**src/hw/rtl/bcda_pkg.sv**
```systemverilog
// Shared types, constants and helper functions of the binary clock dot animator.
`timescale 1ns / 1ps

package bcda_pkg;

    localparam int NUM_COLUMNS = 6;
    localparam int NUM_ROWS    = 4;
    localparam int NUM_DOTS    = NUM_COLUMNS * NUM_ROWS;

    localparam logic [15:0] FULL = 16'd16384;

    typedef enum logic [1:0] {
        CMD_UPDATE = 2'd0,
        CMD_LOAD   = 2'd1,
        CMD_CLEAR  = 2'd2
    } cmd_t;

    localparam logic [2:0] REG_POP_DUR   = 3'd0;
    localparam logic [2:0] REG_GLOW_DUR  = 3'd1;
    localparam logic [2:0] REG_STAGGER   = 3'd2;
    localparam logic [2:0] REG_RIPPLE    = 3'd3;
    localparam logic [2:0] REG_PEAK      = 3'd4;
    localparam logic [2:0] REG_OVERSHOOT = 3'd5;

    typedef struct packed {
        logic [15:0] pop_dur;
        logic [15:0] glow_dur;
        logic [15:0] stagger;
        logic [15:0] ripple;
        logic [13:0] peak;
        logic [13:0] over;
    } cfg_t;

    // one dot as handed to the fade engine
    typedef struct packed {
        logic        lit;
        logic        anim;
        logic [15:0] level;
        logic [15:0] from;
        logic [31:0] start;
    } dot_req_t;

    typedef struct packed {
        logic        done;
        logic        anim;
        logic [15:0] level;
    } dot_rsp_t;

    function automatic logic [2:0] tens_of(input logic [5:0] v);
        logic [2:0] t;
        if (v >= 6'd50)
            t = 3'd5;
        else if (v >= 6'd40)
            t = 3'd4;
        else if (v >= 6'd30)
            t = 3'd3;
        else if (v >= 6'd20)
            t = 3'd2;
        else if (v >= 6'd10)
            t = 3'd1;
        else
            t = 3'd0;
        return t;
    endfunction

    // Target pattern of all dots, bit c*4+r, row 0 carries weight 8
    function automatic logic [NUM_DOTS-1:0] dot_pattern(input logic [4:0] h,
                                                        input logic [5:0] m,
                                                        input logic [5:0] s);
        logic [5:0]          hh;
        logic [5:0]          mm;
        logic [5:0]          ss;
        logic [3:0]          dg [NUM_COLUMNS];
        logic [2:0]          tn;
        logic [NUM_DOTS-1:0] pat;
        hh = (h >= 5'd24) ? {1'b0, h - 5'd24} : {1'b0, h};
        mm = (m >= 6'd60) ? m - 6'd60 : m;
        ss = (s >= 6'd60) ? s - 6'd60 : s;
        tn = tens_of(hh);
        dg[0] = {1'b0, tn};
        dg[1] = 4'(hh - 6'(tn) * 6'd10);
        tn = tens_of(mm);
        dg[2] = {1'b0, tn};
        dg[3] = 4'(mm - 6'(tn) * 6'd10);
        tn = tens_of(ss);
        dg[4] = {1'b0, tn};
        dg[5] = 4'(ss - 6'(tn) * 6'd10);
        for (int c = 0; c < NUM_COLUMNS; c++)
            for (int r = 0; r < NUM_ROWS; r++)
                pat[c * NUM_ROWS + r] = dg[c][3 - r];
        return pat;
    endfunction

endpackage

```
**src/hw/rtl/binary_clock_dot_animator_unit.sv**
```systemverilog
// Top level of the binary clock dot animator: control, dot state, ports.
`timescale 1ns / 1ps

// A time update walks all 24 dots through the fade engine, retargets them,
// walks them again and then sends 24 results, column by column, with tlast
// on the final dot. The fade engine sets the pace: a dot that is not fading
// passes straight through; a fading dot takes longer, and longer still when
// popping than when going dark, since every division gives one bit and
// every multiplication takes one multiplier bit per cycle. Results are held
// while m_tready is low. Load and clear requests give no results. Input
// requests are taken only while no update is in progress.

module binary_clock_dot_animator_unit (
    input  logic        clk,
    input  logic        rst_n,
    // input request
    input  logic        s_tvalid,
    output logic        s_tready,
    input  logic [55:0] s_tdata,   // hour[4:0], minute[10:5], second[16:11], now_ms[48:17]
    input  logic [1:0]  s_tuser,   // command[1:0]
    // results
    output logic        m_tvalid,
    input  logic        m_tready,
    output logic [23:0] m_tdata,   // dot_column[2:0], dot_row[4:3], dot_level[20:5], dot_lit[21]
    output logic        m_tlast,   // last_dot
    // configuration
    input  logic        psel,
    input  logic        penable,
    input  logic        pwrite,
    input  logic [4:0]  paddr,
    input  logic [31:0] pwdata,
    output logic [31:0] prdata,
    output logic        pready
);

    localparam int ND = bcda_pkg::NUM_DOTS;

    typedef enum logic [2:0] {
        T_IDLE, T_ADV, T_RINIT, T_RET, T_OUT
    } tstate_t;

    tstate_t            state_reg;
    bcda_pkg::cfg_t     cfg_reg;
    logic [ND-1:0]      target_reg;
    logic [ND-1:0]      anim_reg;
    logic [15:0]        bright_reg [ND];
    logic [15:0]        from_reg [ND];
    logic [31:0]        start_reg [ND];
    logic               pending_reg;
    logic [31:0]        load_start_reg;
    logic [31:0]        now_reg;
    logic [ND-1:0]      pat_reg;
    logic [4:0]         idx_reg;
    logic               pass_reg;
    logic               eng_go_reg;
    logic               load_mode_reg;
    logic [2:0]         col_reg;
    logic [31:0]        rtime_reg;
    logic               m_tvalid_reg;
    logic [23:0]        m_tdata_reg;
    logic               m_tlast_reg;

    bcda_pkg::dot_req_t eng_req;
    bcda_pkg::dot_rsp_t eng_rsp;
    logic               any_change;
    logic [2:0]         last_col;
    logic               s_take;
    logic               out_free;

    assign eng_req = '{lit: target_reg[idx_reg], anim: anim_reg[idx_reg],
                       level: bright_reg[idx_reg], from: from_reg[idx_reg],
                       start: start_reg[idx_reg]};

    bcda_engine u_engine (
        .clk  (clk),
        .rst_n(rst_n),
        .go   (eng_go_reg),
        .req  (eng_req),
        .now  (now_reg),
        .cfg  (cfg_reg),
        .rsp  (eng_rsp)
    );

    // rightmost column whose target differs from the new time
    always_comb
    begin
        any_change = 1'b0;
        last_col   = '0;
        for (int c = 0; c < bcda_pkg::NUM_COLUMNS; c++)
        begin
            if ((target_reg[c * 4 +: 4] ^ pat_reg[c * 4 +: 4]) != 4'd0)
            begin
                any_change = 1'b1;
                last_col   = 3'(c);
            end
        end
    end

    assign s_tready = (state_reg == T_IDLE);
    assign s_take   = s_tvalid && s_tready;
    assign out_free = !m_tvalid_reg || m_tready;

    always_ff @(posedge clk or negedge rst_n)
    begin
        if (!rst_n)
        begin
            state_reg      <= T_IDLE;
            target_reg     <= '0;
            anim_reg       <= '0;
            pending_reg    <= 1'b0;
            load_start_reg <= '0;
            eng_go_reg     <= 1'b0;
            m_tvalid_reg   <= 1'b0;
            idx_reg        <= '0;
            pass_reg       <= 1'b0;
            for (int i = 0; i < ND; i++)
            begin
                bright_reg[i] <= '0;
                from_reg[i]   <= '0;
                start_reg[i]  <= '0;
            end
        end
        else
        begin
            eng_go_reg <= 1'b0;
            unique case (state_reg)
                T_IDLE:
                begin
                    if (s_take)
                    begin
                        case (s_tuser)
                            bcda_pkg::CMD_LOAD, bcda_pkg::CMD_CLEAR:
                            begin
                                target_reg  <= '0;
                                anim_reg    <= '0;
                                for (int i = 0; i < ND; i++)
                                begin
                                    bright_reg[i] <= '0;
                                    from_reg[i]   <= '0;
                                    start_reg[i]  <= '0;
                                end
                                pending_reg <= (s_tuser == bcda_pkg::CMD_LOAD);
                                if (s_tuser == bcda_pkg::CMD_LOAD)
                                    load_start_reg <= s_tdata[48:17];
                            end
                            bcda_pkg::CMD_UPDATE:
                            begin
                                now_reg    <= s_tdata[48:17];
                                pat_reg    <= bcda_pkg::dot_pattern(s_tdata[4:0],
                                                                    s_tdata[10:5],
                                                                    s_tdata[16:11]);
                                idx_reg    <= '0;
                                pass_reg   <= 1'b0;
                                eng_go_reg <= 1'b1;
                                state_reg  <= T_ADV;
                            end
                            default:
                            begin
                            end
                        endcase
                    end
                end
                T_ADV:
                begin
                    if (eng_rsp.done)
                    begin
                        bright_reg[idx_reg] <= eng_rsp.level;
                        anim_reg[idx_reg]   <= eng_rsp.anim;
                        if (idx_reg == 5'(ND - 1))
                        begin
                            idx_reg   <= '0;
                            state_reg <= pass_reg ? T_OUT : T_RINIT;
                        end
                        else
                        begin
                            idx_reg    <= idx_reg + 5'd1;
                            eng_go_reg <= 1'b1;
                        end
                    end
                end
                T_RINIT:
                begin
                    if (pending_reg)
                    begin
                        pending_reg   <= 1'b0;
                        load_mode_reg <= 1'b1;
                        col_reg       <= '0;
                        rtime_reg     <= load_start_reg;
                        state_reg     <= T_RET;
                    end
                    else if (any_change)
                    begin
                        // carry ripple runs from the rightmost change leftward
                        load_mode_reg <= 1'b0;
                        col_reg       <= last_col;
                        rtime_reg     <= now_reg;
                        state_reg     <= T_RET;
                    end
                    else
                    begin
                        pass_reg   <= 1'b1;
                        eng_go_reg <= 1'b1;
                        state_reg  <= T_ADV;
                    end
                end
                T_RET:
                begin
                    for (int r = 0; r < bcda_pkg::NUM_ROWS; r++)
                    begin
                        if (target_reg[{col_reg, 2'(r)}] != pat_reg[{col_reg, 2'(r)}])
                        begin
                            target_reg[{col_reg, 2'(r)}] <= pat_reg[{col_reg, 2'(r)}];
                            from_reg[{col_reg, 2'(r)}]   <= bright_reg[{col_reg, 2'(r)}];
                            start_reg[{col_reg, 2'(r)}]  <= rtime_reg;
                            anim_reg[{col_reg, 2'(r)}]   <= 1'b1;
                        end
                    end
                    if (load_mode_reg)
                    begin
                        rtime_reg <= rtime_reg + {16'd0, cfg_reg.stagger};
                        col_reg   <= col_reg + 3'd1;
                    end
                    else
                    begin
                        rtime_reg <= rtime_reg + {16'd0, cfg_reg.ripple};
                        col_reg   <= col_reg - 3'd1;
                    end
                    if ((load_mode_reg && col_reg == 3'(bcda_pkg::NUM_COLUMNS - 1)) ||
                        (!load_mode_reg && col_reg == 3'd0))
                    begin
                        pass_reg   <= 1'b1;
                        eng_go_reg <= 1'b1;
                        state_reg  <= T_ADV;
                    end
                end
                T_OUT:
                begin
                    if (out_free)
                    begin
                        if (idx_reg < 5'(ND))
                        begin
                            m_tvalid_reg <= 1'b1;
                            m_tdata_reg  <= {2'd0, target_reg[idx_reg], bright_reg[idx_reg],
                                             idx_reg[1:0], idx_reg[4:2]};
                            m_tlast_reg  <= (idx_reg == 5'(ND - 1));
                            idx_reg      <= idx_reg + 5'd1;
                        end
                        else
                        begin
                            m_tvalid_reg <= 1'b0;
                            state_reg    <= T_IDLE;
                        end
                    end
                end
                default:
                begin
                    state_reg <= T_IDLE;
                end
            endcase
        end
    end

    // configuration registers
    always_ff @(posedge clk or negedge rst_n)
    begin
        if (!rst_n)
        begin
            cfg_reg.pop_dur  <= 16'd400;
            cfg_reg.glow_dur <= 16'd300;
            cfg_reg.stagger  <= 16'd80;
            cfg_reg.ripple   <= 16'd60;
            cfg_reg.peak     <= 14'd9830;
            cfg_reg.over     <= 14'd3277;
        end
        else if (psel && penable && pwrite)
        begin
            unique case (paddr[4:2])
                bcda_pkg::REG_POP_DUR:   cfg_reg.pop_dur  <= pwdata[15:0];
                bcda_pkg::REG_GLOW_DUR:  cfg_reg.glow_dur <= pwdata[15:0];
                bcda_pkg::REG_STAGGER:   cfg_reg.stagger  <= pwdata[15:0];
                bcda_pkg::REG_RIPPLE:    cfg_reg.ripple   <= pwdata[15:0];
                bcda_pkg::REG_PEAK:      cfg_reg.peak     <= pwdata[13:0];
                bcda_pkg::REG_OVERSHOOT: cfg_reg.over     <= pwdata[13:0];
                default:
                begin
                end
            endcase
        end
    end

    always_comb
    begin
        unique case (paddr[4:2])
            bcda_pkg::REG_POP_DUR:   prdata = {16'd0, cfg_reg.pop_dur};
            bcda_pkg::REG_GLOW_DUR:  prdata = {16'd0, cfg_reg.glow_dur};
            bcda_pkg::REG_STAGGER:   prdata = {16'd0, cfg_reg.stagger};
            bcda_pkg::REG_RIPPLE:    prdata = {16'd0, cfg_reg.ripple};
            bcda_pkg::REG_PEAK:      prdata = {18'd0, cfg_reg.peak};
            bcda_pkg::REG_OVERSHOOT: prdata = {18'd0, cfg_reg.over};
            default:                 prdata = '0;
        endcase
    end

    assign pready   = 1'b1;
    assign m_tvalid = m_tvalid_reg;
    assign m_tdata  = m_tdata_reg;
    assign m_tlast  = m_tlast_reg;

endmodule

```
**src/hw/rtl/bcda_mul.sv**
```systemverilog
// Shift-and-add multiplier, one multiplier bit per cycle.
`timescale 1ns / 1ps

module bcda_mul (
    input  logic        clk,
    input  logic        rst_n,
    input  logic        go,
    input  logic [31:0] a,
    input  logic [15:0] b,
    output logic        done,
    output logic [47:0] prod
);

    logic        busy_reg;
    logic        done_reg;
    logic [3:0]  cnt_reg;
    logic [47:0] a_reg;
    logic [15:0] b_reg;
    logic [47:0] acc_reg;

    always_ff @(posedge clk or negedge rst_n)
    begin
        if (!rst_n)
        begin
            busy_reg <= 1'b0;
            done_reg <= 1'b0;
            cnt_reg  <= '0;
        end
        else
        begin
            done_reg <= 1'b0;
            if (go)
            begin
                a_reg    <= {16'd0, a};
                b_reg    <= b;
                acc_reg  <= '0;
                cnt_reg  <= '0;
                busy_reg <= 1'b1;
            end
            else if (busy_reg)
            begin
                if (b_reg[0])
                    acc_reg <= acc_reg + a_reg;
                a_reg   <= {a_reg[46:0], 1'b0};
                b_reg   <= {1'b0, b_reg[15:1]};
                cnt_reg <= cnt_reg + 4'd1;
                if (cnt_reg == 4'd15)
                begin
                    busy_reg <= 1'b0;
                    done_reg <= 1'b1;
                end
            end
        end
    end

    assign done = done_reg;
    assign prod = acc_reg;

endmodule

```
**src/hw/rtl/bcda_div.sv**
```systemverilog
// Restoring divider giving floor(n * 2^14 / d) for n <= d, one bit per cycle.
`timescale 1ns / 1ps

module bcda_div (
    input  logic        clk,
    input  logic        rst_n,
    input  logic        go,
    input  logic [15:0] n,
    input  logic [15:0] d,
    output logic        done,
    output logic [14:0] q
);

    logic        busy_reg;
    logic        done_reg;
    logic [3:0]  cnt_reg;
    logic [16:0] r_reg;
    logic [15:0] d_reg;
    logic [14:0] q_reg;
    logic        ge;
    logic [16:0] rs;

    assign ge = (r_reg >= {1'b0, d_reg});
    assign rs = ge ? r_reg - {1'b0, d_reg} : r_reg;

    always_ff @(posedge clk or negedge rst_n)
    begin
        if (!rst_n)
        begin
            busy_reg <= 1'b0;
            done_reg <= 1'b0;
            cnt_reg  <= '0;
        end
        else
        begin
            done_reg <= 1'b0;
            if (go)
            begin
                r_reg    <= {1'b0, n};
                d_reg    <= d;
                q_reg    <= '0;
                cnt_reg  <= '0;
                busy_reg <= 1'b1;
            end
            else if (busy_reg)
            begin
                // first bit is the integer part, then fourteen fraction bits
                q_reg   <= {q_reg[13:0], ge};
                r_reg   <= {rs[15:0], 1'b0};
                cnt_reg <= cnt_reg + 4'd1;
                if (cnt_reg == 4'd14)
                begin
                    busy_reg <= 1'b0;
                    done_reg <= 1'b1;
                end
            end
        end
    end

    assign done = done_reg;
    assign q    = q_reg;

endmodule

```
**src/hw/rtl/bcda_engine.sv**
```systemverilog
// Fade engine: advances one dot's brightness to the current time.
`timescale 1ns / 1ps

module bcda_engine (
    input  logic              clk,
    input  logic              rst_n,
    input  logic              go,
    input  bcda_pkg::dot_req_t req,
    input  logic [31:0]       now,
    input  bcda_pkg::cfg_t    cfg,
    output bcda_pkg::dot_rsp_t rsp
);

    typedef enum logic [3:0] {
        E_IDLE, E_T, E_X, E_SQ, E_CUBE, E_POP, E_LIT, E_FADE
    } estate_t;

    estate_t            state_reg;
    bcda_pkg::dot_rsp_t rsp_reg;
    logic               lit_reg;
    logic               tle_reg;
    logic               neg_reg;
    logic [15:0]        from_reg;
    logic [14:0]        x_reg;
    logic               mul_go_reg;
    logic [31:0]        mul_a_reg;
    logic [15:0]        mul_b_reg;
    logic               div_go_reg;
    logic [15:0]        div_n_reg;
    logic [15:0]        div_d_reg;

    logic               mul_done;
    logic [47:0]        prod;
    logic               div_done;
    logic [14:0]        div_q;

    logic [31:0]        el;
    logic [15:0]        span;
    logic [13:0]        peak;
    logic [14:0]        s_w;
    logic [14:0]        ns_w;
    logic [15:0]        pop_w;
    logic [14:0]        xc_w;
    logic [33:0]        base_w;
    logic [33:0]        sum_w;
    logic [15:0]        lit_lvl;

    bcda_mul u_mul (
        .clk  (clk),
        .rst_n(rst_n),
        .go   (mul_go_reg),
        .a    (mul_a_reg),
        .b    (mul_b_reg),
        .done (mul_done),
        .prod (prod)
    );

    bcda_div u_div (
        .clk  (clk),
        .rst_n(rst_n),
        .go   (div_go_reg),
        .n    (div_n_reg),
        .d    (div_d_reg),
        .done (div_done),
        .q    (div_q)
    );

    always_comb
    begin
        el     = now - req.start;
        span   = req.lit ? cfg.pop_dur : cfg.glow_dur;
        peak   = (cfg.peak == 14'd0) ? 14'd1 : cfg.peak;
        s_w    = prod[42:28];
        ns_w   = 15'(bcda_pkg::FULL) - s_w;
        pop_w  = tle_reg ? prod[29:14] : bcda_pkg::FULL + prod[29:14];
        xc_w   = (div_q > 15'(bcda_pkg::FULL)) ? 15'(bcda_pkg::FULL) : div_q;
        base_w = {4'd0, from_reg, 14'd0};
        sum_w  = '0;
        lit_lvl = '0;
        if (neg_reg)
        begin
            // level is clamped to zero when the product exceeds the base
            sum_w = base_w - {2'd0, prod[31:0]};
            if ({2'd0, prod[31:0]} > base_w)
                lit_lvl = '0;
            else
                lit_lvl = sum_w[29:14];
        end
        else
        begin
            sum_w = base_w + {2'd0, prod[31:0]};
            if (sum_w[33:30] != 4'd0)
                lit_lvl = 16'hFFFF;
            else
                lit_lvl = sum_w[29:14];
        end
    end

    always_ff @(posedge clk or negedge rst_n)
    begin
        if (!rst_n)
        begin
            state_reg  <= E_IDLE;
            rsp_reg    <= '0;
            mul_go_reg <= 1'b0;
            div_go_reg <= 1'b0;
        end
        else
        begin
            mul_go_reg   <= 1'b0;
            div_go_reg   <= 1'b0;
            rsp_reg.done <= 1'b0;
            unique case (state_reg)
                E_IDLE:
                begin
                    if (go)
                    begin
                        lit_reg  <= req.lit;
                        from_reg <= req.from;
                        if (!req.anim || el[31])
                        begin
                            rsp_reg <= '{done: 1'b1, anim: req.anim, level: req.level};
                        end
                        else if (el >= {16'd0, span})
                        begin
                            rsp_reg <= '{done: 1'b1, anim: 1'b0,
                                         level: req.lit ? bcda_pkg::FULL : 16'd0};
                        end
                        else
                        begin
                            div_n_reg  <= el[15:0];
                            div_d_reg  <= span;
                            div_go_reg <= 1'b1;
                            state_reg  <= E_T;
                        end
                    end
                end
                E_T:
                begin
                    if (div_done)
                    begin
                        if (!lit_reg)
                        begin
                            x_reg      <= div_q;
                            mul_a_reg  <= {17'd0, div_q};
                            mul_b_reg  <= {1'b0, div_q};
                            mul_go_reg <= 1'b1;
                            state_reg  <= E_SQ;
                        end
                        else if (div_q <= {1'b0, peak})
                        begin
                            tle_reg    <= 1'b1;
                            div_n_reg  <= {1'b0, div_q};
                            div_d_reg  <= {2'd0, peak};
                            div_go_reg <= 1'b1;
                            state_reg  <= E_X;
                        end
                        else
                        begin
                            tle_reg    <= 1'b0;
                            div_n_reg  <= {1'b0, div_q - {1'b0, peak}};
                            div_d_reg  <= bcda_pkg::FULL - {2'd0, peak};
                            div_go_reg <= 1'b1;
                            state_reg  <= E_X;
                        end
                    end
                end
                E_X:
                begin
                    if (div_done)
                    begin
                        x_reg      <= xc_w;
                        mul_a_reg  <= {17'd0, xc_w};
                        mul_b_reg  <= {1'b0, xc_w};
                        mul_go_reg <= 1'b1;
                        state_reg  <= E_SQ;
                    end
                end
                E_SQ:
                begin
                    if (mul_done)
                    begin
                        mul_a_reg  <= {2'd0, prod[29:0]};
                        mul_b_reg  <= 16'(17'd49152 - {1'b0, x_reg, 1'b0});
                        mul_go_reg <= 1'b1;
                        state_reg  <= E_CUBE;
                    end
                end
                E_CUBE:
                begin
                    if (mul_done)
                    begin
                        mul_go_reg <= 1'b1;
                        if (!lit_reg)
                        begin
                            mul_a_reg <= {16'd0, from_reg};
                            mul_b_reg <= {1'b0, ns_w};
                            state_reg <= E_FADE;
                        end
                        else if (tle_reg)
                        begin
                            mul_a_reg <= 32'(bcda_pkg::FULL) + {18'd0, cfg.over};
                            mul_b_reg <= {1'b0, s_w};
                            state_reg <= E_POP;
                        end
                        else
                        begin
                            mul_a_reg <= {18'd0, cfg.over};
                            mul_b_reg <= {1'b0, ns_w};
                            state_reg <= E_POP;
                        end
                    end
                end
                E_POP:
                begin
                    if (mul_done)
                    begin
                        neg_reg    <= (from_reg > bcda_pkg::FULL);
                        mul_a_reg  <= (from_reg > bcda_pkg::FULL)
                                      ? {16'd0, from_reg - bcda_pkg::FULL}
                                      : {16'd0, bcda_pkg::FULL - from_reg};
                        mul_b_reg  <= pop_w;
                        mul_go_reg <= 1'b1;
                        state_reg  <= E_LIT;
                    end
                end
                E_LIT:
                begin
                    if (mul_done)
                    begin
                        rsp_reg   <= '{done: 1'b1, anim: 1'b1, level: lit_lvl};
                        state_reg <= E_IDLE;
                    end
                end
                E_FADE:
                begin
                    if (mul_done)
                    begin
                        rsp_reg   <= '{done: 1'b1, anim: 1'b1, level: prod[29:14]};
                        state_reg <= E_IDLE;
                    end
                end
                default:
                begin
                    state_reg <= E_IDLE;
                end
            endcase
        end
    end

    assign rsp = rsp_reg;

endmodule
```
**config.mk**
```make
export PLATFORM = sky130hd
export DESIGN_NAME = binary_clock_dot_animator_unit
export DESIGN_NICKNAME = d
export VERILOG_FILES = /design/src/hw/rtl/bcda_pkg.sv /design/src/hw/rtl/binary_clock_dot_animator_unit.sv /design/src/hw/rtl/bcda_mul.sv /design/src/hw/rtl/bcda_div.sv /design/src/hw/rtl/bcda_engine.sv
export SDC_FILE = /design/constraint.sdc
export NUM_CORES = 2
export LEC_CHECK = 0
export ABC_AREA = 1
export BUFFER_PORTS_ARGS = -buffer_cell sky130_fd_sc_hd__buf_2
export CAP_MARGIN = 10
export CORE_MARGIN = 2
export CORE_UTILIZATION = 50
export DETAILED_ROUTE_END_ITERATION = 12
export MAX_ROUTING_LAYER = met4
export PLACE_DENSITY_LB_ADDON = 0.12
export SKIP_LAST_GASP = 1
export SLEW_MARGIN = 20
export SYNTH_ARGS = -nofsm -noshare
export SYNTH_HDL_FRONTEND = slang
export SYNTH_SLANG_ARGS = --single-unit
```
**constraint.sdc**
```tcl
create_clock -name clk -period 7.38 [get_ports clk]
set_clock_uncertainty 0.15 [all_clocks]
set_input_delay 0.738 -clock clk [delete_from_list [all_inputs] [get_ports clk]]
set_output_delay 0.738 -clock clk [all_outputs]
set_load 0.01 [all_outputs]
```
==> results_dict.tcl <==
set metrics [dict create \
    via_per_inst 6.33 \
    synth_seq_cells 2128 \
    ant_nets 0 \
    postLayoutCellArea_um2 122000 \
    async_reset_ff_share_pct 82.5 \
    max_freq_mhz 137 \
    wl_um 449000 \
    clockBufferDepth 3 \
    port_buffers 117 \
    cap_violations 0 \
    hp-class "input pin to flip-flop" \
    routed-via-count 103000 \
    dp.cells 15800 \
    dpl_cell_area_um2 114000 \
    cp_top_family "simple AND/OR/NAND/NOR gates" \
    slowest_delay_ps 900 \
    worstMarginPinSlew_ps 1310 \
    cp_slowest_cell "nor3b_1" \
    syn-instance-count 13300 \
    synth_area_per_cell_um2 8.26 \
    p_leak_nw 52.5 \
    fin_nets 13500 \
    row_count 172 \
    maxSlewViolCount 0 \
    grt_max_degree 191 \
    path_clk_slew_ps 60 \
    synth_edf_count 373 \
    cts_tree "built" \
    clkSinkCount 2128 \
    layout-drive-gt1-share_pct 7.87 \
    final-setup-viol-count 0 \
    synthFlopType "dfrtp_1" \
    ios 162 \
    final_cells 16300 \
    status "finished, final reports clean" \
    setup_tns_ps 0 \
    die_y_um 473 \
    crit_top_cell "nand2_1" \
    chipWidth_um 473 \
    ys_warn_count 0 \
    finalHoldViolations 0 \
    core_area_um2 219000 \
    synth_area_um2 110000 \
    hpwl_um 287000 \
    fin_crit_sh_pct 98.8 \
    finalCriticalPeriod_ps 7290 \
    die_area_um2 224000 \
    peakVddDrop_mv 0.276 \
    clock_tree.root_cell "clkbuf_16" \
    wl_per_cell_um 27.6 \
    drc 0 \
    worstPathArrival_ps 7710 \
    critical_path_required_ps 7800 \
    path_buf_inv 6 \
    clock_latency_ps 930 \
    routabilityCongestion 0.971 \
    cts-htree-levels 4 \
    grt_overflow 0 \
    power_density_nw_per_um2 326 \
    path_max_fanout 47 \
    end_kind "flip-flop" \
    cp-start-kind "flip-flop" \
    track_usage_pct 40.3 \
    antenna_found_initial 33 \
    rsz0062_at_grt "false" \
    start_util_pct 50.2 \
    cts_made_buffers 229 \
    relSlewSlack_pct 12.4 \
    grt_pass1_wl_um 654000 \
    ys_seq_area_share_pct 50.1 \
    critical_path_class "flip-flop to flip-flop" \
    largest_reg_flops 768 \
    area_growth_pct 10.8 \
    drtIter0Drc 14400 \
    grt_pass1_vias 97400 \
    ys_types 74 \
    dr.pass1.iters 10 \
]
worst paths after layout:
path | startpoint | endpoint | slack (ps) | cells past startpoint
max | idx_reg[1]$_DFFE_PN0P_ | u_engine.div_n_reg[9]$_DFFE_PP_ | 90 | 31
min | pwdata[11] | cfg_reg[11]$_DFFE_PN1P_ | 70 | 3
max reg2reg | idx_reg[1]$_DFFE_PN0P_ | u_engine.div_n_reg[9]$_DFFE_PP_ | 90 | 31
min reg2reg | u_engine.div_d_reg[15]$_SDFFCE_PP0P_ | u_engine.u_div.d_reg[15]$_DFFE_PP_ | 270 | 0
max in group asynchronous | rst_n | bright_reg[256]$_DFFE_PN0P_ | 3840 | 6
min in group asynchronous | rst_n | bright_reg[367]$_DFFE_PN0P_ | 330 | 2
cells in the mapped netlist (51+ instances only):
| cell type | count | share of area, % |
|---|---|---|
| o22ai_1 | 1083 | 6.2 |
| nand4_1 | 63 | 0.36 |
| a21oi_1 | 1326 | 6.0 |
| dfrtp_1 | 1728 | 39 |
| clkbuf_1 | 457 | 1.6 |
| nor3_1 | 129 | 0.59 |
| xnor2_1 | 51 | 0.41 |
| o21ai_0 | 1670 | 7.6 |
| edfxtp_1 | 373 | 10 |
| buf_2 | 274 | 1.2 |
| ha_1 | 207 | 2.4 |
| nor2_1 | 570 | 1.9 |
| xor2_1 | 80 | 0.64 |
| o211ai_1 | 65 | 0.44 |
| inv_1 | 1549 | 5.3 |
| nand2_1 | 2488 | 8.5 |
| o21ai_1 | 109 | 0.50 |
| nand3_1 | 344 | 1.6 |
| buf_1 | 89 | 0.30 |
per-stage QoR:
step | hold WS (ps) | total power [mW] | utilization (%) | worst slack, ps
CTS | 16.1 | 39.3 | 55.6 | 136
detailed placement | 255 | 27.3 | 51.8 | 211
global route | 50.7 | 41.1 | 55.7 | 12.3
global placement | 259 | 27.2 | 51.7 | 217
finish | 70.2 | 39.8 | 55.7 | 91.3
floorplan | 250 | 21.4 | - | 1470
layout make-up:
type,instances,area (um^2)
antenna,27,67.6
clock buffer,348,6730
clock inverter,82,1140
fill,20200,97200
inverter,1618,6100
multi-input combinational,8730,45600
sequential,2128,55200
tap,2871,3590
timing repair buffer,466,3660
worst register-to-register path: cells and delay by family, from the launching register on:
kind            cells  cell delay [ps]
compound gates      3              250
buf+inv             6             1430
fa+ha+maj           2              730
flops               1              590
xor+xnor            1              580
simple gates       19             3220
layer usage:
layer	routed length, um	global-route usage (%)
met5	0	-
met3	56900	10.9
met2	190000	56.7
met1	181000	54.7
met4	21000	16.9
report_power, final:
part / switching, mW / internal [mW]
Sequential: 0.603 / 12.7
Combinational: 10.8 / 3.60
Clock: 5.09 / 6.99
Total: 16.5 / 23.3
cell usage in the layout, fill, tap and decap left out, drive strengths merged, types with 20 or more instances in the layout:
master | synthesis | layout
mux2 | 36 | 36
xnor2 | 51 | 51
edfxtp | 373 | 373
nand4 | 63 | 63
diode | 0 | 27
nor4 | 37 | 37
a21oi | 1349 | 1349
clkbuf | 457 | 348
dlygate4sd3 | 0 | 51
a22oi | 22 | 22
o31ai | 24 | 24
a31oi | 41 | 41
nor3b | 31 | 31
nor3 | 134 | 134
o211ai | 65 | 65
o21ai | 1780 | 1780
xor2 | 81 | 81
bufinv | 0 | 20
o22ai | 1083 | 1083
dfrtp | 1728 | 1728
nand2 | 2500 | 2500
dfstp | 27 | 27
nand3 | 344 | 344
inv | 1591 | 1587
a211oi | 24 | 24
clkinv | 27 | 91
buf | 416 | 415
or2 | 70 | 70
nor2 | 581 | 581
o221ai | 33 | 33
ha | 207 | 207
cells by family (layout without fill, tap and decap cells):
group | Yosys count | count (layout) | synth area share, %
multiplexers | 42 | 42 | 0.423
other | 2 | 46 | 0.00682
buffers and inverters | 2491 | 2514 | 8.99
AO/OA/AOI/OAI | 4536 | 4536 | 22.8
flip-flops | 2128 | 2128 | 50.1
XOR/XNOR | 132 | 132 | 1.06
AND/OR/NAND/NOR | 3784 | 3784 | 14.1
adder cells (fa/ha/maj) | 217 | 217 | 2.53
repair_timing:
action / in CTS / in global routing
hold endpoints to repair: 146 / 0
gates resized for setup: 0 / 4
endpoints found under the setup margin: 0 / 49
setup buffers: 0 / 0
hold buffers: 51 / 0
Power figures use the tool's default switching activity.
